--- src/design/mvt_pkg.sv ---
// ----------------------------------------------------------------------------
// mvt_pkg
// Shared types and constants for the 4x4 fixed-point matrix-vector transform.
// ----------------------------------------------------------------------------
package mvt_pkg;

    localparam int DIM       = 4;
    localparam int FRAC_BITS = 16;
    localparam int LANES     = 4;
    localparam int DATA_W    = 32;
    localparam int IDX_W     = 2;

    // Full product, product after the fraction shift, and the exact row sum.
    localparam int PROD_W = 2 * DATA_W;
    localparam int SHR_W  = PROD_W - FRAC_BITS;
    localparam int SUM_W  = SHR_W + $clog2(LANES);

    // Stream payload layout.
    localparam int IN_BITS     = 2 * IDX_W + DATA_W * (1 + LANES);
    localparam int IN_TDATA_W  = ((IN_BITS + 7) / 8) * 8;
    localparam int OUT_BITS    = DATA_W * LANES;
    localparam int OUT_TDATA_W = ((OUT_BITS + 7) / 8) * 8;

    typedef logic signed [DATA_W-1:0] t_word;
    typedef logic signed [PROD_W-1:0] t_prod;
    typedef logic signed [SUM_W-1:0]  t_sum;

    typedef enum logic {
        OP_LOAD  = 1'b0,
        OP_XFORM = 1'b1
    } t_opcode;

    typedef struct packed {
        t_word value;
        logic  sat;
    } t_row_result;

    localparam t_word FIX_ONE = t_word'(longint'(1) << FRAC_BITS);
    localparam t_sum  SUM_MAX = t_sum'((longint'(1) << (DATA_W - 1)) - 1);
    localparam t_sum  SUM_MIN = t_sum'(-(longint'(1) << (DATA_W - 1)));
    localparam t_word WORD_MAX = t_word'((longint'(1) << (DATA_W - 1)) - 1);
    localparam t_word WORD_MIN = t_word'(-(longint'(1) << (DATA_W - 1)));

endpackage

--- src/design/mvt_row_sum.sv ---
// ----------------------------------------------------------------------------
// mvt_row_sum
// Shifts the products of one matrix row, sums them exactly and saturates.
// ----------------------------------------------------------------------------
module mvt_row_sum (
    input  mvt_pkg::t_prod       i_prod [mvt_pkg::LANES],
    output mvt_pkg::t_row_result o_result
);

    mvt_pkg::t_sum w_sum;

    // Arithmetic shift rounds toward minus infinity; the shifted value fits
    // the sum width, so the size cast only drops copies of the sign bit.
    always_comb begin
        w_sum = '0;
        for (int k = 0; k < mvt_pkg::LANES; k++) begin
            w_sum = w_sum + mvt_pkg::t_sum'(i_prod[k] >>> mvt_pkg::FRAC_BITS);
        end
    end

    always_comb begin
        if (w_sum > mvt_pkg::SUM_MAX) begin
            o_result.value = mvt_pkg::WORD_MAX;
            o_result.sat   = 1'b1;
        end else if (w_sum < mvt_pkg::SUM_MIN) begin
            o_result.value = mvt_pkg::WORD_MIN;
            o_result.sat   = 1'b1;
        end else begin
            o_result.value = mvt_pkg::t_word'(w_sum);
            o_result.sat   = 1'b0;
        end
    end

endmodule

--- config.mk ---
export PLATFORM = sky130hd
export DESIGN_NAME = mvt_row_sum
export DESIGN_NICKNAME = d
export VERILOG_FILES = /design/src/design/mvt_pkg.sv /design/src/design/mvt_row_sum.sv
export SDC_FILE = /design/constraint.sdc
export NUM_CORES = 1
export LEC_CHECK = 0
export BUFFER_PORTS_ARGS = -buffer_cell sky130_fd_sc_hd__buf_2
export CAP_MARGIN = 20
export CORE_MARGIN = 2
export CORE_UTILIZATION = 45
export DETAILED_ROUTE_END_ITERATION = 10
export PLACE_DENSITY = 0.82
export SYNTH_ARGS = -nofsm -noshare
export SYNTH_HDL_FRONTEND = slang
export SYNTH_SLANG_ARGS = --single-unit
--- constraint.sdc ---
create_clock -name vclk -period 9.2
set_input_delay 1.84 -clock vclk [all_inputs]
set_output_delay 1.84 -clock vclk [all_outputs]
set_load 0.02 [all_outputs]
==> run metrics <==
Area Growth Syn to Fin=20.2%; Tot GR Track Use=0.218; Fmax achieved=115 MHz; row count=43; area share of fa/ha/maj cells after synthesis=0.405; CP max stage cell=fa_1; Min-Delay Path Depth=5; met3 global-route usage=0.0158; XOR/XNOR share of the synthesized area=0.0664; Worst Path Buf+Inv=6; leading area contributor after synthesis=fa_1; DR WL/cell=13.2 um; Rel. slew slack=0.476; Crit Path Category=primary input to output pin; Simple-Gate Fraction of Synth Area=0.148; hold_ws=4.18 ns; grt total ovfl=0; CTS hold repair buffers=0; crit path time final=8.69 ns; count of max-cap constraint violations=0; Synth Warn #=0; synth top area cells=fa_1 (31%), inv_1 (14%), ha_1 (9.7%); register area share after synthesis=0; final setup vio count=0; vias in the first global route=6209; CP max stage delay=0.59 ns; die area=0.0150 mm2; Resize count post-CTS=0; worst-path cell chain=buf_2 -> inv_1 -> fa_1 -> fa_1 -> inv_1 -> ha_1 -> inv_1 -> fa_1 -> nor2b_1 -> o2111ai_1 -> a21boi_1 -> o211ai_1 -> a21oi_4 -> nor4_1 -> a311oi_2 -> nand3_1 -> nor4_4 -> a31oi_4 -> buf_4 -> a21oi_2 -> buf_2; Inserted Diodes=0; Clock buffer cells=0; Seq Cell Count=0; die span in x=122 um; compound-cell area share of the yosys netlist=0.221; Starting Density=0.458; PwrDens=252 mW/mm2; Synth Instances=814; via/cell ratio=5.05; VDD IR-drop max=0.110 mV; fin nets=1430; HPWL Detailed=14200 um; GR Layer Usage met1=0.278; outcome=finished, final reports clean; Post-CTS Setup Bufs=0; initial antenna violation count=0; Crit Path Max Fanout=16; Least-Margin Pin Slew=0.780 ns; final max-slew violation count=0; # DRC=0; filler cell count=1347; DRT iter0 DRCs=263; RePlAce Congestion=0.912; FF+latch area=0 um2; CORE AREA=0.0138 mm2; Setup TNS Final=0 ns; multiplexer area fraction after synthesis=0; Post-Syn Nets=1216; Netlist cell types=80; Final Hold Fails=0; CP Capture Type=output pin; Synth Cell Area=0.00631 mm2; Worst EP required=7.36 ns; Routed Antenna Nets=0; busiest metal layer after global routing=met2; worst hold path startpoint=i_prod[208]; Avg Inst Size Synth=7.75 um2; IO buf count=225; Commonest cells post-synth=inv_1 (236), fa_1 (97), a21oi_1 (68); RSZ-0062 raised after global routing=false; met2 usage=0.411; crit-path leading delay family=compound AO/OA/AOI/OAI gates; IO Pins=289; Die Height=122 um; Critical Path Source Type=primary input; WHS Endpoint=o_result[1]; final total power=1.91 mW; drt total wl=15900 um; router iterations before antenna repair=6; main combinational cell family by area after synthesis=adder cells; largest net degree at the start of global routing=28; most frequent cell after synthesis=inv_1; hold crit path type=primary input to output pin; Leakage=4.21 nW; Vias=6095; Tcrit/Tclk final=0.945; Final Core Density=0.551; first-pass GRT wire length=27200 um; layout cells sized above 1=0.271; post-synth top area share=0.308; Critical Path AT=6.85 ns
## routing by layer
| layer | up-vias | wire, um |
|---|---|---|
| li1 | 3034 | - |
| met4 | 0 | 191 |
| met1 | 2843 | 6870 |
| met5 | - | 0 |
| met2 | 198 | 7940 |
| met3 | 20 | 923 |
## how the worst max path moves through the flow
stage / cells past startpoint / from / slack (ns) / endpoint
global route: 21 / i_prod[17] / 0.21 / o_result[18]
detailed placement: 21 / i_prod[17] / 0.49 / o_result[16]
global placement: 21 / i_prod[17] / 0.53 / o_result[16]
finish: 21 / i_prod[17] / 0.51 / o_result[16]
CTS: 21 / i_prod[17] / 0.49 / o_result[16]
floorplan: 18 / i_prod[17] / 1.10 / o_result[31]
## through the flow
stage / setup WS, ns / cell area (um2) / std cells
after CTS: 0.491 / 7580 / 1206
final: 0.505 / 7580 / 1206
after detailed placement: 0.488 / 7580 / 1206
after global placement: 0.534 / 7580 / 1206
after floorplan: 1.10 / 6310 / 814
after global routing: 0.209 / 7580 / 1206
## layout make-up
class,count,area [um2],area share
Inverter,236,886,0.117
Multi-Input combinational cell,559,5300,0.699
Timing Repair Buffer,231,1170,0.154
Tap cell,180,225,0.0297
## cell families (layout without fill, tap and decap cells)
group,count (synthesis),after routing
AOI/OAI and AO/OA,200,200
adders and majority gates,146,146
xor gates and xnor gates,47,47
buffers and inverters,255,467
and+or+nand+nor,166,166
## cells in the final DEF, fill, tap and decap left out, types with 5 or more instances in the layout
cell type,instances
nor2_1,35
nor3_1,9
nor2b_1,9
a21oi_2,17
a21o_1,14
inv_1,236
buf_2,225
ha_1,49
nand3_1,8
o21ai_0,35
buf_4,6
a211oi_1,5
xnor2_1,23
a21oi_1,68
nand2_1,47
fa_1,97
o21bai_1,6
nand4_1,16
xor2_1,23
o21a_1,5
## report_power, final
part	internal, mW	switching [mW]
Sequential	0	0
Combinational	0.712	1.20
Clock	0	0
## tightest hold or removal path, cell delays in order
cell and delay (ns):
buf_2 0.08, ha_1 0.12, inv_1 0.03, a21oi_1 0.10, buf_2 0.17
Note: power is estimated with default switching activity, not from simulation.
